<file path="src/rtl/aps_pkg.sv">
// Shared types and constants for the aging priority job scheduler.
`default_nettype none
package aps_pkg;

    localparam int SLOTS       = 16;
    localparam int ID_BITS     = 16;
    localparam int IDX_W       = $clog2(SLOTS);
    localparam int WAIT_W      = 16;
    localparam int ELAPSED_W   = 12;
    localparam int QUANTUM_W   = 10;
    localparam int PRIO_W      = 3;
    localparam int MAX_RESULTS = 16;
    localparam int CFG_IDX_W   = 1;

    localparam logic [PRIO_W-1:0]    PRIO_CEILING    = 3'd3;
    localparam logic [QUANTUM_W-1:0] QUANTUM_RESET   = 10'd100;
    localparam logic [PRIO_W-1:0]    INIT_PRIO_RESET = 3'd3;

    // Job states
    localparam logic [2:0] ST_INIT    = 3'd0;
    localparam logic [2:0] ST_READY   = 3'd1;
    localparam logic [2:0] ST_RUNNING = 3'd2;
    localparam logic [2:0] ST_WAIT    = 3'd3;
    localparam logic [2:0] ST_DONE    = 3'd4;

    // Configuration register indexes
    localparam logic [CFG_IDX_W-1:0] REG_AGING_QUANTUM    = 1'd0;
    localparam logic [CFG_IDX_W-1:0] REG_INITIAL_PRIORITY = 1'd1;

    typedef enum logic [1:0] {
        OP_ENQUEUE = 2'd0,
        OP_DEQUEUE = 2'd1,
        OP_TICK    = 2'd2,
        OP_STATUS  = 2'd3
    } op_t;

    typedef enum logic [1:0] {
        CELL_HOLD,
        CELL_TAKE_LEFT,
        CELL_TAKE_RIGHT,
        CELL_LOAD
    } cell_cmd_t;

    typedef enum logic [3:0] {
        S_IDLE,
        S_ENQ,
        S_DEQ,
        S_PURGE,
        S_FIND,
        S_WALK,
        S_SWITCH,
        S_STAT
    } fsm_t;

    typedef struct packed {
        logic               used;
        logic [ID_BITS-1:0] id;
        logic [2:0]         status;
        logic [PRIO_W-1:0]  prio;
        logic [WAIT_W-1:0]  waited;
    } entry_t;

endpackage
`default_nettype wire

</file>
<file path="src/rtl/aps_cell.sv">
// One slot of the job table: holds an entry, takes a neighbor's or a loaded entry.
`default_nettype none
module aps_cell (
    input  wire logic              clk,
    input  wire logic              rst_n,
    input  wire aps_pkg::cell_cmd_t cmd,
    input  wire aps_pkg::entry_t   left,
    input  wire aps_pkg::entry_t   right,
    input  wire aps_pkg::entry_t   load,
    output aps_pkg::entry_t        q
);
    import aps_pkg::*;

    logic   used_reg;
    entry_t data_reg;
    entry_t data_next;

    always_comb
    begin
        case (cmd)
            CELL_HOLD:       data_next = q;
            CELL_TAKE_LEFT:  data_next = left;
            CELL_TAKE_RIGHT: data_next = right;
            CELL_LOAD:       data_next = load;
            default:         data_next = q;
        endcase
    end

    always_ff @(posedge clk or negedge rst_n)
    begin
        if (!rst_n)
        begin
            used_reg <= 1'b0;
        end
        else
        begin
            used_reg <= data_next.used;
        end
    end

    always_ff @(posedge clk)
    begin
        data_reg <= data_next;
    end

    always_comb
    begin
        q      = data_reg;
        q.used = used_reg;
    end

endmodule
`default_nettype wire

</file>
<file path="src/rtl/aging_priority_job_scheduler_top.sv">
// Top level of the aging priority job scheduler: slot chain and sequencer.
//
// Usage:
//   Input stream s_*: s_tuser = operation (enqueue, dequeue, tick, status);
//   s_tdata carries target_id, elapsed_ms and current_finished. One transfer
//   is taken only while the sequencer is idle.
//   Output stream m_*: one result per enqueue, dequeue or tick, one per listed
//   job for status (or a single entry_valid=0 item on an empty table);
//   m_tlast marks the final result of an operation, m_tuser its kind.
//   Config channel cfg_*: index 0 aging quantum, 1 initial priority; always ready.
// Table: the chain has 16 cells. Enqueue and the tick walk shift all cells
//   together; dequeue and the purge step of a tick remove one job per cycle by
//   shifting the cells at and above it. A tick then finds the running job,
//   rotates the chain once through the aging unit at its head and applies the
//   switch. Status rotates a non-empty chain once, holding while a result waits.
// Stall: a result waits in the output register; the sequencer holds at the next
//   result until it is taken, and a new input is accepted meanwhile once idle.
// Reset: table empty, no running job, id counter 0, quantum 100, priority 3.
`default_nettype none
module aging_priority_job_scheduler_top (
    input  wire logic        clk,
    input  wire logic        rst_n,
    input  wire logic        s_tvalid,
    output logic             s_tready,
    input  wire logic [31:0] s_tdata,   // target_id[15:0], elapsed_ms[27:16], current_finished[28]
    input  wire logic [1:0]  s_tuser,   // operation
    output logic             m_tvalid,
    input  wire logic        m_tready,
    output logic [39:0]      m_tdata,   // ok[0], job_number[16:1], prior_job[32:17],
                                        // switched[33], job_state[36:34], entry_valid[37]
    output logic [1:0]       m_tuser,   // reply_kind
    output logic             m_tlast,   // last
    input  wire logic        cfg_valid,
    output logic             cfg_ready,
    input  wire logic [aps_pkg::CFG_IDX_W-1:0] cfg_index,
    input  wire logic [9:0]  cfg_data
);
    import aps_pkg::*;

    // Slot chain
    entry_t    cells_q [SLOTS];
    cell_cmd_t cmd     [SLOTS];
    entry_t    load_d  [SLOTS];
    entry_t    left0;
    entry_t    right_last;

    for (genvar k = 0; k < SLOTS; k++)
    begin : g_cell
        entry_t left_in;
        entry_t right_in;
        if (k == 0)
        begin : g_first
            assign left_in = left0;
        end
        else
        begin : g_mid_l
            assign left_in = cells_q[k-1];
        end
        if (k == SLOTS - 1)
        begin : g_last
            assign right_in = right_last;
        end
        else
        begin : g_mid_r
            assign right_in = cells_q[k+1];
        end
        aps_cell u_cell (
            .clk   (clk),
            .rst_n (rst_n),
            .cmd   (cmd[k]),
            .left  (left_in),
            .right (right_in),
            .load  (load_d[k]),
            .q     (cells_q[k])
        );
    end

    // Control state
    fsm_t                 state_reg, state_next;
    logic [QUANTUM_W-1:0] quantum_reg;
    logic [PRIO_W-1:0]    init_prio_reg;
    logic [ID_BITS-1:0]   id_cnt_reg, id_cnt_next;
    logic                 rv_reg, rv_next;
    logic [ID_BITS-1:0]   run_id_reg, run_id_next;
    logic [IDX_W-1:0]     step_reg, step_next;
    logic                 found_reg, found_next;
    logic                 cur_v_reg, cur_v_next;
    logic                 next_v_reg, next_v_next;
    logic                 out_valid_reg, out_valid_next;

    // Operation and walk payload
    logic [ID_BITS-1:0]   target_reg, target_next;
    logic [ELAPSED_W-1:0] elapsed_reg, elapsed_next;
    logic                 fin_reg, fin_next;
    logic [PRIO_W-1:0]    best_reg, best_next;
    logic [IDX_W-1:0]     cur_idx_reg, cur_idx_next;
    logic [ID_BITS-1:0]   cur_id_reg, cur_id_next;
    logic [IDX_W-1:0]     next_idx_reg, next_idx_next;
    logic [ID_BITS-1:0]   next_id_reg, next_id_next;

    // Output register
    logic [1:0]           o_kind_reg, o_kind_next;
    logic                 o_ok_reg, o_ok_next;
    logic [15:0]          o_job_reg, o_job_next;
    logic [15:0]          o_prior_reg, o_prior_next;
    logic                 o_sw_reg, o_sw_next;
    logic [2:0]           o_state_reg, o_state_next;
    logic                 o_ev_reg, o_ev_next;
    logic                 o_last_reg, o_last_next;

    logic out_free;
    assign out_free = !out_valid_reg || m_tready;

    // First-match searches over the chain
    logic             dq_hit, done_hit, run_hit;
    logic [IDX_W-1:0] dq_idx, done_idx, run_idx;

    always_comb
    begin
        dq_hit   = 1'b0;
        done_hit = 1'b0;
        run_hit  = 1'b0;
        dq_idx   = '0;
        done_idx = '0;
        run_idx  = '0;
        for (int i = SLOTS - 1; i >= 0; i--)
        begin
            if (cells_q[i].used && cells_q[i].id == target_reg)
            begin
                dq_hit = 1'b1;
                dq_idx = IDX_W'(i);
            end
            if (cells_q[i].used && cells_q[i].status == ST_DONE)
            begin
                done_hit = 1'b1;
                done_idx = IDX_W'(i);
            end
            if (cells_q[i].used && cells_q[i].id == run_id_reg)
            begin
                run_hit = 1'b1;
                run_idx = IDX_W'(i);
            end
        end
    end

    // Aging unit at the head of the chain
    entry_t            head, head_new;
    logic              elig, ge, cand;
    logic [WAIT_W:0]   wait_sum;
    logic [WAIT_W-1:0] wait_sat, wait_a;
    logic [PRIO_W-1:0] prio_a;

    always_comb
    begin
        head     = cells_q[0];
        elig     = head.used && (head.status == ST_READY || head.status == ST_WAIT);
        wait_sum = {1'b0, head.waited} + (WAIT_W+1)'(elapsed_reg);
        wait_sat = wait_sum[WAIT_W] ? {WAIT_W{1'b1}} : wait_sum[WAIT_W-1:0];
        ge       = wait_sat >= WAIT_W'(quantum_reg);
        prio_a   = head.prio;
        wait_a   = wait_sat;
        if (ge && head.prio != '0)
        begin
            prio_a = head.prio - 1'b1;
            wait_a = wait_sat - WAIT_W'(quantum_reg);
        end
        cand     = elig && ge && (prio_a < best_reg);
        head_new = head;
        if (elig)
        begin
            head_new.prio   = prio_a;
            head_new.waited = wait_a;
        end
    end

    logic [IDX_W:0] step_ext;
    assign step_ext = {1'b0, step_reg};

    // Sequencer
    always_comb
    begin
        state_next    = state_reg;
        id_cnt_next   = id_cnt_reg;
        rv_next       = rv_reg;
        run_id_next   = run_id_reg;
        step_next     = step_reg;
        found_next    = found_reg;
        cur_v_next    = cur_v_reg;
        next_v_next   = next_v_reg;
        target_next   = target_reg;
        elapsed_next  = elapsed_reg;
        fin_next      = fin_reg;
        best_next     = best_reg;
        cur_idx_next  = cur_idx_reg;
        cur_id_next   = cur_id_reg;
        next_idx_next = next_idx_reg;
        next_id_next  = next_id_reg;

        out_valid_next = out_valid_reg && !m_tready;
        o_kind_next    = o_kind_reg;
        o_ok_next      = o_ok_reg;
        o_job_next     = o_job_reg;
        o_prior_next   = o_prior_reg;
        o_sw_next      = o_sw_reg;
        o_state_next   = o_state_reg;
        o_ev_next      = o_ev_reg;
        o_last_next    = o_last_reg;

        for (int k = 0; k < SLOTS; k++)
        begin
            cmd[k]    = CELL_HOLD;
            load_d[k] = cells_q[k];
        end
        left0        = '{used: 1'b1, id: id_cnt_reg, status: ST_READY,
                         prio: '0, waited: '0};
        right_last   = '0;

        case (state_reg)
            S_IDLE:
            begin
                if (s_tvalid)
                begin
                    target_next  = s_tdata[15:0];
                    elapsed_next = s_tdata[27:16];
                    fin_next     = s_tdata[28];
                    step_next    = '0;
                    found_next   = 1'b0;
                    case (op_t'(s_tuser))
                        OP_ENQUEUE: state_next = S_ENQ;
                        OP_DEQUEUE: state_next = S_DEQ;
                        OP_TICK:    state_next = S_PURGE;
                        OP_STATUS:  state_next = S_STAT;
                        default:    state_next = S_IDLE;
                    endcase
                end
            end

            S_ENQ:
            begin
                if (out_free)
                begin
                    out_valid_next = 1'b1;
                    o_kind_next    = OP_ENQUEUE;
                    o_prior_next   = '0;
                    o_sw_next      = 1'b0;
                    o_state_next   = ST_INIT;
                    o_ev_next      = 1'b1;
                    o_last_next    = 1'b1;
                    if (cells_q[SLOTS-1].used)
                    begin
                        o_ok_next  = 1'b0;
                        o_job_next = '0;
                    end
                    else
                    begin
                        o_ok_next  = 1'b1;
                        o_job_next = id_cnt_reg;
                        for (int k = 0; k < SLOTS; k++)
                        begin
                            cmd[k] = CELL_TAKE_LEFT;
                        end
                        id_cnt_next = id_cnt_reg + 1'b1;
                    end
                    state_next = S_IDLE;
                end
            end

            S_DEQ:
            begin
                if (dq_hit)
                begin
                    // close the gap: cells at and above the match take from the right
                    for (int k = 0; k < SLOTS; k++)
                    begin
                        if (IDX_W'(k) >= dq_idx)
                        begin
                            cmd[k] = CELL_TAKE_RIGHT;
                        end
                    end
                    found_next = 1'b1;
                end
                else if (out_free)
                begin
                    out_valid_next = 1'b1;
                    o_kind_next    = OP_DEQUEUE;
                    o_ok_next      = found_reg;
                    o_job_next     = '0;
                    o_prior_next   = '0;
                    o_sw_next      = 1'b0;
                    o_state_next   = ST_INIT;
                    o_ev_next      = 1'b1;
                    o_last_next    = 1'b1;
                    if (rv_reg && run_id_reg == target_reg)
                    begin
                        rv_next = 1'b0;
                    end
                    state_next = S_IDLE;
                end
            end

            S_PURGE:
            begin
                if (done_hit)
                begin
                    for (int k = 0; k < SLOTS; k++)
                    begin
                        if (IDX_W'(k) >= done_idx)
                        begin
                            cmd[k] = CELL_TAKE_RIGHT;
                        end
                    end
                end
                else
                begin
                    state_next = S_FIND;
                end
            end

            S_FIND:
            begin
                cur_v_next = 1'b0;
                if (fin_reg && rv_reg)
                begin
                    if (run_hit)
                    begin
                        cmd[run_idx]           = CELL_LOAD;
                        load_d[run_idx].status = ST_DONE;
                    end
                    rv_next = 1'b0;
                end
                else if (rv_reg && run_hit)
                begin
                    cur_v_next   = 1'b1;
                    cur_idx_next = run_idx;
                    cur_id_next  = run_id_reg;
                end
                else
                begin
                    rv_next = 1'b0;
                end
                step_next   = '0;
                best_next   = PRIO_CEILING;
                next_v_next = 1'b0;
                state_next  = S_WALK;
            end

            S_WALK:
            begin
                // rotate the chain once; the head passes through the aging unit
                for (int k = 0; k < SLOTS; k++)
                begin
                    cmd[k] = CELL_TAKE_RIGHT;
                end
                right_last = head_new;
                if (elig && !cur_v_reg)
                begin
                    cur_v_next   = 1'b1;
                    cur_idx_next = step_reg;
                    cur_id_next  = head.id;
                    rv_next      = 1'b1;
                    run_id_next  = head.id;
                end
                if (cand)
                begin
                    best_next     = prio_a;
                    next_v_next   = 1'b1;
                    next_idx_next = step_reg;
                    next_id_next  = head.id;
                end
                step_next = step_reg + 1'b1;
                if (step_ext == (IDX_W+1)'(SLOTS - 1))
                begin
                    state_next = S_SWITCH;
                end
            end

            S_SWITCH:
            begin
                if (out_free)
                begin
                    out_valid_next = 1'b1;
                    o_kind_next    = OP_TICK;
                    o_ok_next      = 1'b0;
                    o_state_next   = ST_INIT;
                    o_ev_next      = 1'b1;
                    o_last_next    = 1'b1;
                    o_sw_next      = next_v_reg;
                    o_job_next     = next_v_reg ? next_id_reg : '0;
                    o_prior_next   = next_v_reg ? cur_id_reg : '0;
                    if (next_v_reg)
                    begin
                        for (int k = 0; k < SLOTS; k++)
                        begin
                            if (IDX_W'(k) == cur_idx_reg)
                            begin
                                cmd[k]           = CELL_LOAD;
                                load_d[k].prio   = init_prio_reg;
                                load_d[k].waited = '0;
                                load_d[k].status = ST_WAIT;
                            end
                            if (IDX_W'(k) == next_idx_reg)
                            begin
                                cmd[k]           = CELL_LOAD;
                                load_d[k].status = ST_RUNNING;
                            end
                        end
                        run_id_next = next_id_reg;
                        rv_next     = 1'b1;
                    end
                    state_next = S_IDLE;
                end
            end

            S_STAT:
            begin
                if (step_reg == '0 && !head.used)
                begin
                    if (out_free)
                    begin
                        out_valid_next = 1'b1;
                        o_kind_next    = OP_STATUS;
                        o_ok_next      = 1'b0;
                        o_job_next     = '0;
                        o_prior_next   = '0;
                        o_sw_next      = 1'b0;
                        o_state_next   = ST_INIT;
                        o_ev_next      = 1'b0;
                        o_last_next    = 1'b1;
                        state_next     = S_IDLE;
                    end
                end
                else if (!(head.used && step_ext < (IDX_W+1)'(MAX_RESULTS)) || out_free)
                begin
                    for (int k = 0; k < SLOTS; k++)
                    begin
                        cmd[k] = CELL_TAKE_RIGHT;
                    end
                    right_last = head;
                    if (head.used && step_ext < (IDX_W+1)'(MAX_RESULTS))
                    begin
                        out_valid_next = 1'b1;
                        o_kind_next    = OP_STATUS;
                        o_ok_next      = 1'b0;
                        o_job_next     = 16'(head.id);
                        o_prior_next   = '0;
                        o_sw_next      = 1'b0;
                        o_state_next   = head.status;
                        o_ev_next      = 1'b1;
                        o_last_next    = !cells_q[1].used
                                      || step_ext == (IDX_W+1)'(SLOTS - 1)
                                      || step_ext == (IDX_W+1)'(MAX_RESULTS - 1);
                    end
                    step_next = step_reg + 1'b1;
                    if (step_ext == (IDX_W+1)'(SLOTS - 1))
                    begin
                        state_next = S_IDLE;
                    end
                end
            end

            default:
            begin
                state_next = S_IDLE;
            end
        endcase
    end

    // Control registers
    always_ff @(posedge clk or negedge rst_n)
    begin
        if (!rst_n)
        begin
            state_reg     <= S_IDLE;
            quantum_reg   <= QUANTUM_RESET;
            init_prio_reg <= INIT_PRIO_RESET;
            id_cnt_reg    <= '0;
            rv_reg        <= 1'b0;
            run_id_reg    <= '0;
            step_reg      <= '0;
            found_reg     <= 1'b0;
            cur_v_reg     <= 1'b0;
            next_v_reg    <= 1'b0;
            out_valid_reg <= 1'b0;
        end
        else
        begin
            state_reg     <= state_next;
            id_cnt_reg    <= id_cnt_next;
            rv_reg        <= rv_next;
            run_id_reg    <= run_id_next;
            step_reg      <= step_next;
            found_reg     <= found_next;
            cur_v_reg     <= cur_v_next;
            next_v_reg    <= next_v_next;
            out_valid_reg <= out_valid_next;
            if (cfg_valid)
            begin
                case (cfg_index)
                    REG_AGING_QUANTUM:    quantum_reg   <= cfg_data;
                    REG_INITIAL_PRIORITY: init_prio_reg <= cfg_data[PRIO_W-1:0];
                    default:              quantum_reg   <= quantum_reg;
                endcase
            end
        end
    end

    // Payload registers
    always_ff @(posedge clk)
    begin
        target_reg   <= target_next;
        elapsed_reg  <= elapsed_next;
        fin_reg      <= fin_next;
        best_reg     <= best_next;
        cur_idx_reg  <= cur_idx_next;
        cur_id_reg   <= cur_id_next;
        next_idx_reg <= next_idx_next;
        next_id_reg  <= next_id_next;
        o_kind_reg   <= o_kind_next;
        o_ok_reg     <= o_ok_next;
        o_job_reg    <= o_job_next;
        o_prior_reg  <= o_prior_next;
        o_sw_reg     <= o_sw_next;
        o_state_reg  <= o_state_next;
        o_ev_reg     <= o_ev_next;
        o_last_reg   <= o_last_next;
    end

    assign s_tready  = (state_reg == S_IDLE);
    assign cfg_ready = 1'b1;
    assign m_tvalid  = out_valid_reg;
    assign m_tuser   = o_kind_reg;
    assign m_tlast   = o_last_reg;
    assign m_tdata   = {2'b00, o_ev_reg, o_state_reg, o_sw_reg, o_prior_reg,
                        o_job_reg, o_ok_reg};

endmodule
`default_nettype wire
</file>
<file path="config.mk">
export PLATFORM = sky130hd
export DESIGN_NAME = aging_priority_job_scheduler_top
export DESIGN_NICKNAME = d
export VERILOG_FILES = /design/src/rtl/aps_pkg.sv /design/src/rtl/aps_cell.sv /design/src/rtl/aging_priority_job_scheduler_top.sv
export SDC_FILE = /design/constraint.sdc
export NUM_CORES = 2
export LEC_CHECK = 0
export ABC_AREA = 1
export BUFFER_PORTS_ARGS = -buffer_cell sky130_fd_sc_hd__buf_4
export CORE_AREA = 3 3 372 374
export DETAILED_ROUTE_END_ITERATION = 16
export DIE_AREA = 0 0 375 377
export PLACE_DENSITY = 0.53
export SLEW_MARGIN = 0
export SYNTH_ARGS = -nofsm -noshare
export SYNTH_HDL_FRONTEND = slang
export SYNTH_HIERARCHICAL = 1
export SYNTH_SLANG_ARGS = --single-unit
</file>
<file path="constraint.sdc">
create_clock -name clk -period 12.35 [get_ports clk]
set_clock_uncertainty 0.2 [all_clocks]
set_input_delay 0.6175 -clock clk [delete_from_list [all_inputs] [get_ports clk]]
set_output_delay 0.6175 -clock clk [all_outputs]
set_load 0.1 [all_outputs]
</file>
---- After elaboration in Yosys (flattened, before gate mapping) ----
Cells that the tools add are included.
Widths: inputs -> output; s select.
storage, ports and cells
  flip-flop bits (word level) ............. 795
  bits of input ports ..................... 50
  output and inout bits ................... 46
  logic and storage cells ................. 1064
operators by class
  $add $sub $neg .......................... 5
  $lt $le $gt $ge ......................... 37
  equality and inequality tests ........... 321
  muxes and demuxes ....................... 407
  bitwise gates (word level) .............. 19
  reduce and logical (&&, ||, !) cells .... 168
operators with widths
  kind                number
  $pmux 39 s3         16
  $mux 624            2
  $mux 22             49
  $pmux 22 s2         16
  $bwmux 624          1
  $eq 16x16->1        33
  $mux 16             23
  $ne 3x3->1 const B  101
  $mux 17             16
  $mux 32             8
  $mux 4              62
  $pmux 32 s7         1
  $reduce_and 7->1    32
  $demux 39 s4        1
  $mux 2              73
  $ne 2x2->1 const B  64
  $pmux 16 s4         2
  $mux 1              89
  $reduce_and 4->1    20
  $mux 39             2
  $pmux 39 s2         1
  $mux 3              23
  $eq 2x2->1 const B  34
  $eq 4x4->1 const A  16
  55 further kinds    272

---- Longest topological paths before layout ----
  depth after elaboration ................. 29
  mapped depth ............................ 33
  gate-level depth less buffers ........... 33

---- Cells and area by module ----
The synthesis kept the hierarchy.
modules (own cells, without submodules)
  module                            times used  cells an instance  area an instance (sq um)  sequential area each (sq um)
  aps_cell                          16          217                1954.4                    1166.1
  aging_priority_job_scheduler_top  1           4202               23969.2                   4850.9

---- Worst setup path before layout ----
OpenSTA, ideal clock, no wires.
  path type ............................... register -> register
  start ................................... register g_cell[0].u_cell.data_reg, in the netlist g_cell[0].u_cell/q[0]
  end ..................................... register next_id_reg[0] (enable)
  setup time .............................. 378 ps
  arrival ................................. 4695 ps
  required time ........................... 11772 ps
  setup slack ............................. 7077 ps
  cell stages (with the launch flop) ...... 32
  path buffers ............................ 0
  period minus slack after synthesis ...... 5273 ps
  path through ............................ edfxtp_1 ha_1 fa_1 inv_1 o21ai_2 nand2_1 nand2_1 inv_2 nor2_2 nor2_2 o21ai_4 nand2_4 o21ai_0 ha_1 nand2_1 o21ai_0 nor2_1 nor2_1 a211o_1 o21ai_0 nand3_1 nor2_1 nand2_2 nand2_4 nor2_1 a21oi_2 inv_1 ha_1 nand2_1 inv_1 nor3_1 and3_1
on the way
  word-level cells in the longest chain between the ends .. 8
  elaborated cells on any way between the ends .. 9
  those cells by class .................... add/sub (1); order compare (2); mux (2); reduce/logical (4)
RTL lines
  element                     line                                     source
  start: declaration          aps_cell.sv:15                           entry_t data_reg;
  start signal: assignment    aps_cell.sv:43                           data_reg <= data_next;
  $add 16x12->17              aging_priority_job_scheduler_top.sv:157  wait_sum = {1'b0, head.waited} + (WAIT_W+1)'(elapsed_reg);
  $mux 16                     aging_priority_job_scheduler_top.sv:158  wait_sat = wait_sum[WAIT_W] ? {WAIT_W{1'b1}} : wait_sum[WAIT_W-1:0];
  $ge 16x10->1                aging_priority_job_scheduler_top.sv:159  ge = wait_sat >= WAIT_W'(quantum_reg);
  $logic_and 1x1->1           aging_priority_job_scheduler_top.sv:162  if (ge && head.prio != '0)
  $mux 3                      aging_priority_job_scheduler_top.sv:162
  named net prio_a[2]         aging_priority_job_scheduler_top.sv:151  logic [PRIO_W-1:0] prio_a;
  $lt 3x3->1                  aging_priority_job_scheduler_top.sv:167  cand = elig && ge && (prio_a < best_reg);
  $logic_and 1x1->1           aging_priority_job_scheduler_top.sv:167
  $reduce_and 2->1 (no line)  -
  end signal: assignment      aging_priority_job_scheduler_top.sv:517  next_id_reg <= next_id_next;
  end: declaration            aging_priority_job_scheduler_top.sv:99   logic [ID_BITS-1:0] next_id_reg, next_id_next;
The timed path passes the listed nets, and every way through them passes these cells.
A chain may end at the register's enable or synchronous reset.

==> impl_metrics.csv <==
group,metric,value,unit
clock_network,clkSinkCount,795,
sta,fin_crit_sh,57.6,%
route,final_antenna_net_count,0,
critical_path,crit_path_start_kind,"flip-flop",
finish,largest_register_ffs,608,
logic_synthesis,ys_warn_count,6,
global_routing,grt_pass1_vias,52100,
sta,worst_hold_slack,48.1,ps
route,via_count,54500,
critical_path,required,12630,ps
critical_path,worstRegToRegCells,23,
sta,fin_ws,5230,ps
critical_path,cp_cell_sequence,"buf_4 -> clkinv_1 -> buf_4 -> or2_2 -> nand4_1 -> nor4_1 -> nand4_1 -> nand2_1 -> nor2_1 -> nand2_1 -> nor2_1 -> nor2_1 -> nand2_2 -> inv_2 -> nand3_1 -> nand2_1 -> a21oi_1 -> nand3_1 -> inv_2 -> nor2_4 -> buf_4 -> nand2_1 -> nand3_1",
critical_path,r2r_end,"g_cell[8].u_cell/q[16]",
logic_synthesis,ys.flop_type,"edfxtp_1",
sta,hold_viol_final,0,
critical_path,critPathBufInv,6,
route,drt_wl_total,247,mm
clock_network,cts_resized,0,
critical_path,critPathMaxStageDelay,820,ps
global_routing,grt_use_total,33.8,%
floorplanning,pin_count,96,
finish,area.growth.synth_to_final,7.93,%
critical_path,cpMostUsedCell,"nand2_1",
logic_synthesis,ys_types,74,
floorplanning,start_util,40.8,%
critical_path,cp_data_arrival_time,7400,ps
route,viasPerCell,5.75,
route,drt_pass1_iterations,7,
finish,multi_input_area,26100,um2
logic_synthesis,synth_edf_count,721,
critical_path,critical_path_class,"reg2reg",
finish,most-common-layout-cells,"nand2_1, nand3_1, inv_1, edfxtp_1, nor2_1",
sta,max_slew_margin,12.2,%
place,portBuffers,89,
finish,final_common_cell,"nand2_1",
floorplanning,core,135000,um2
logic_synthesis,synth_area_leaders,"edfxtp_1, nand2_1, nand3_1, inv_1, nor2_1",
sta,tightest_slew,1310,ps
logic_synthesis,seq_area_frac_synth,42.6,%
global_routing,grt_first_pass_wirelength,353,mm
critical_path,end_kind,"flip-flop",
critical_path,startpoint,"target_reg[11]",
sta,max_freq,140,MHz
clock_network,clkLatencyLatePin,750,ps
logic_synthesis,synth_top_cell_area_share,39.2,%
sta,drv_slew,0,
critical_path,cp_max_fo,40,
sta,fin_setup_tns,0,ps
sta,period_minus_slack,7120,ps
clock_network,path_clk_slew,60,ps
logic_synthesis,syn_area,55200,um2
critical_path,crit_end,"g_cell[8].u_cell/q[16]",
floorplanning,rows,135,
place,placed_area,56200,um2
place,finalWeightedCongestion,0.985,
critical_path,r2r-start,"target_reg[11]",
logic_synthesis,synth_area_leader_cell,"edfxtp_1",
sta,grt_setup_unrepaired,"false",
global_routing,grt_start_max_net_pins,52,
power,powerDensity,194,nW/um2
finish,nNetsFinal,7699,
place,post-place-ws,5480,ps
job,cap_viol_max_count,0,
logic_synthesis,syn_inst,7674,
floorplanning,die_w,375,um
clock_network,cts_max_path_buffers,3,
clock_network,ctsHtreeMaxLevel,3,
logic_synthesis,ys_ff_latch,795,
place,dp_hpwl,170,mm
clock_network,cts_tree,"built",
route,drc,0,
power,leakage,26.0,nW
critical_path,cp.depth,23,
floorplanning,die_area,141000,um2
clock_network,numCtsBuffers,96,
critical_path,cp_slowest_cell,"inv_2",
finish,fin_area,59600,um2
critical_path,r2r_setup_slack,5230,ps
outcome,outcome,"complete, no violations",
route,detail_route.wl_per_cell,26.0,um
clock_network,clockRootBuffer,"clkbuf_16",
floorplanning,fp.dieH,377,um
finish,fill_cells,14000,
global_routing,grt_overflow,0,
global_routing,antenna_found_initial,3,
min_path,hp-class,"in2reg",
sta,finalSetupViolations,0,
finish,final_util,44.1,%
logic_synthesis,avgSynthCellArea,7.20,um2
finish,layout-drive-gt1-share,6.20,%
logic_synthesis,synthArstFlopShare,9.31,%
finish,ff_latch_area,23500,um2
critical_path,path_delay_family,"simple AND/OR/NAND/NOR gates",
route,drt_iter0_drc,6333,
power,max-vdd-ir-drop,0.132,mV
-- where the power goes --
part / switching, W / total (W) / internal, W
Clock: 0.00127 / 0.00285 / 0.00157
Sequential: 0.000748 / 0.00440 / 0.00365
Combinational: 0.00317 / 0.00435 / 0.00118
Total: 0.00520 / 0.0116 / 0.00640
-- metrics by stage --
stage,total power [W],cells
floorplan,0.00702,7699
global placement,0.00864,9261
detailed placement,0.00866,9261
CTS,0.0115,9474
global route,0.0121,9474
finish,0.0116,9476
-- cell type report --
type,count,area share [%]
clock buffers,131,4.30
multi-input cells,5696,43.8
repair buffers,204,2.74
well taps,1781,3.74
inverters,825,5.19
flip-flops and latches,795,39.4
diodes,2,0.00839
clock inverters,42,0.781
-- cells in the mapped netlist (7+ instances only) --
library cell,instances
nand2_1,2869
nand3_1,849
inv_1,758
edfxtp_1,721
nor2_1,690
o21ai_0,301
xor2_1,126
nand4_1,124
nor3_1,114
buf_2,110
clkbuf_1,97
a21oi_1,91
buf_4,79
o22ai_1,76
dfrtp_1,69
inv_2,60
buf_6,57
nor4_1,54
xnor2_1,54
or2_2,47
o2111ai_1,40
buf_8,32
o211ai_1,31
ha_1,29
a31oi_1,23
nor2_4,19
o21ai_1,14
nor2_2,12
nor3b_1,9
o221ai_1,9
clkinv_1,7
nand2_2,7
nand3b_1,7
nor4b_1,7
-- cell families after synthesis --
| family | after synthesis | share of synthesized area, % |
|---|---|---|
| AND/OR/NAND/NOR | 4827 | 36.7 |
| buffers and inverters | 1208 | 10.4 |
| flip-flops | 795 | 42.6 |
| AO/OA/AOI/OAI | 631 | 6.74 |
| XOR/XNOR | 180 | 2.85 |
| adder cells (fa/ha/maj) | 31 | 0.729 |
| other | 2 | 0.0136 |
-- what timing repair did --
action	in CTS	in global routing
hold buffers	40	0
endpoints found under the setup margin	0	0
endpoints found under the hold margin	65	0
buffers inserted	0	0
-- worst min path at each step --
stage,from,endpoint,cells after the start
after floorplan,rst_n,cur_v_reg,0
after global placement,cur_v_reg,cur_v_reg,2
after detailed placement,quantum_reg[2],quantum_reg[2],2
after CTS,cfg_valid,init_prio_reg[1],4
after global routing,cfg_valid,init_prio_reg[1],4
final,cfg_valid,init_prio_reg[0],4
-- tightest hold or removal path, cell delays in order --
cell,delay [ps]
buf_4,80
nand2_1,110
nand2_1,80
o21ai_0,70
-- layer usage --
| metal | vias up | GRT usage (%) | part of all wire, % |
|---|---|---|---|
| met4 | 2 | 19.4 | 6.7 |
| met3 | 756 | 5.37 | 8.2 |
| met1 | 26100 | 41.9 | 39 |
| met5 | - | 0.206 | 0.0037 |
| met2 | 2734 | 56.1 | 46 |
| li1 | 24900 | - | - |
Note: power is estimated with default switching activity, not from simulation.
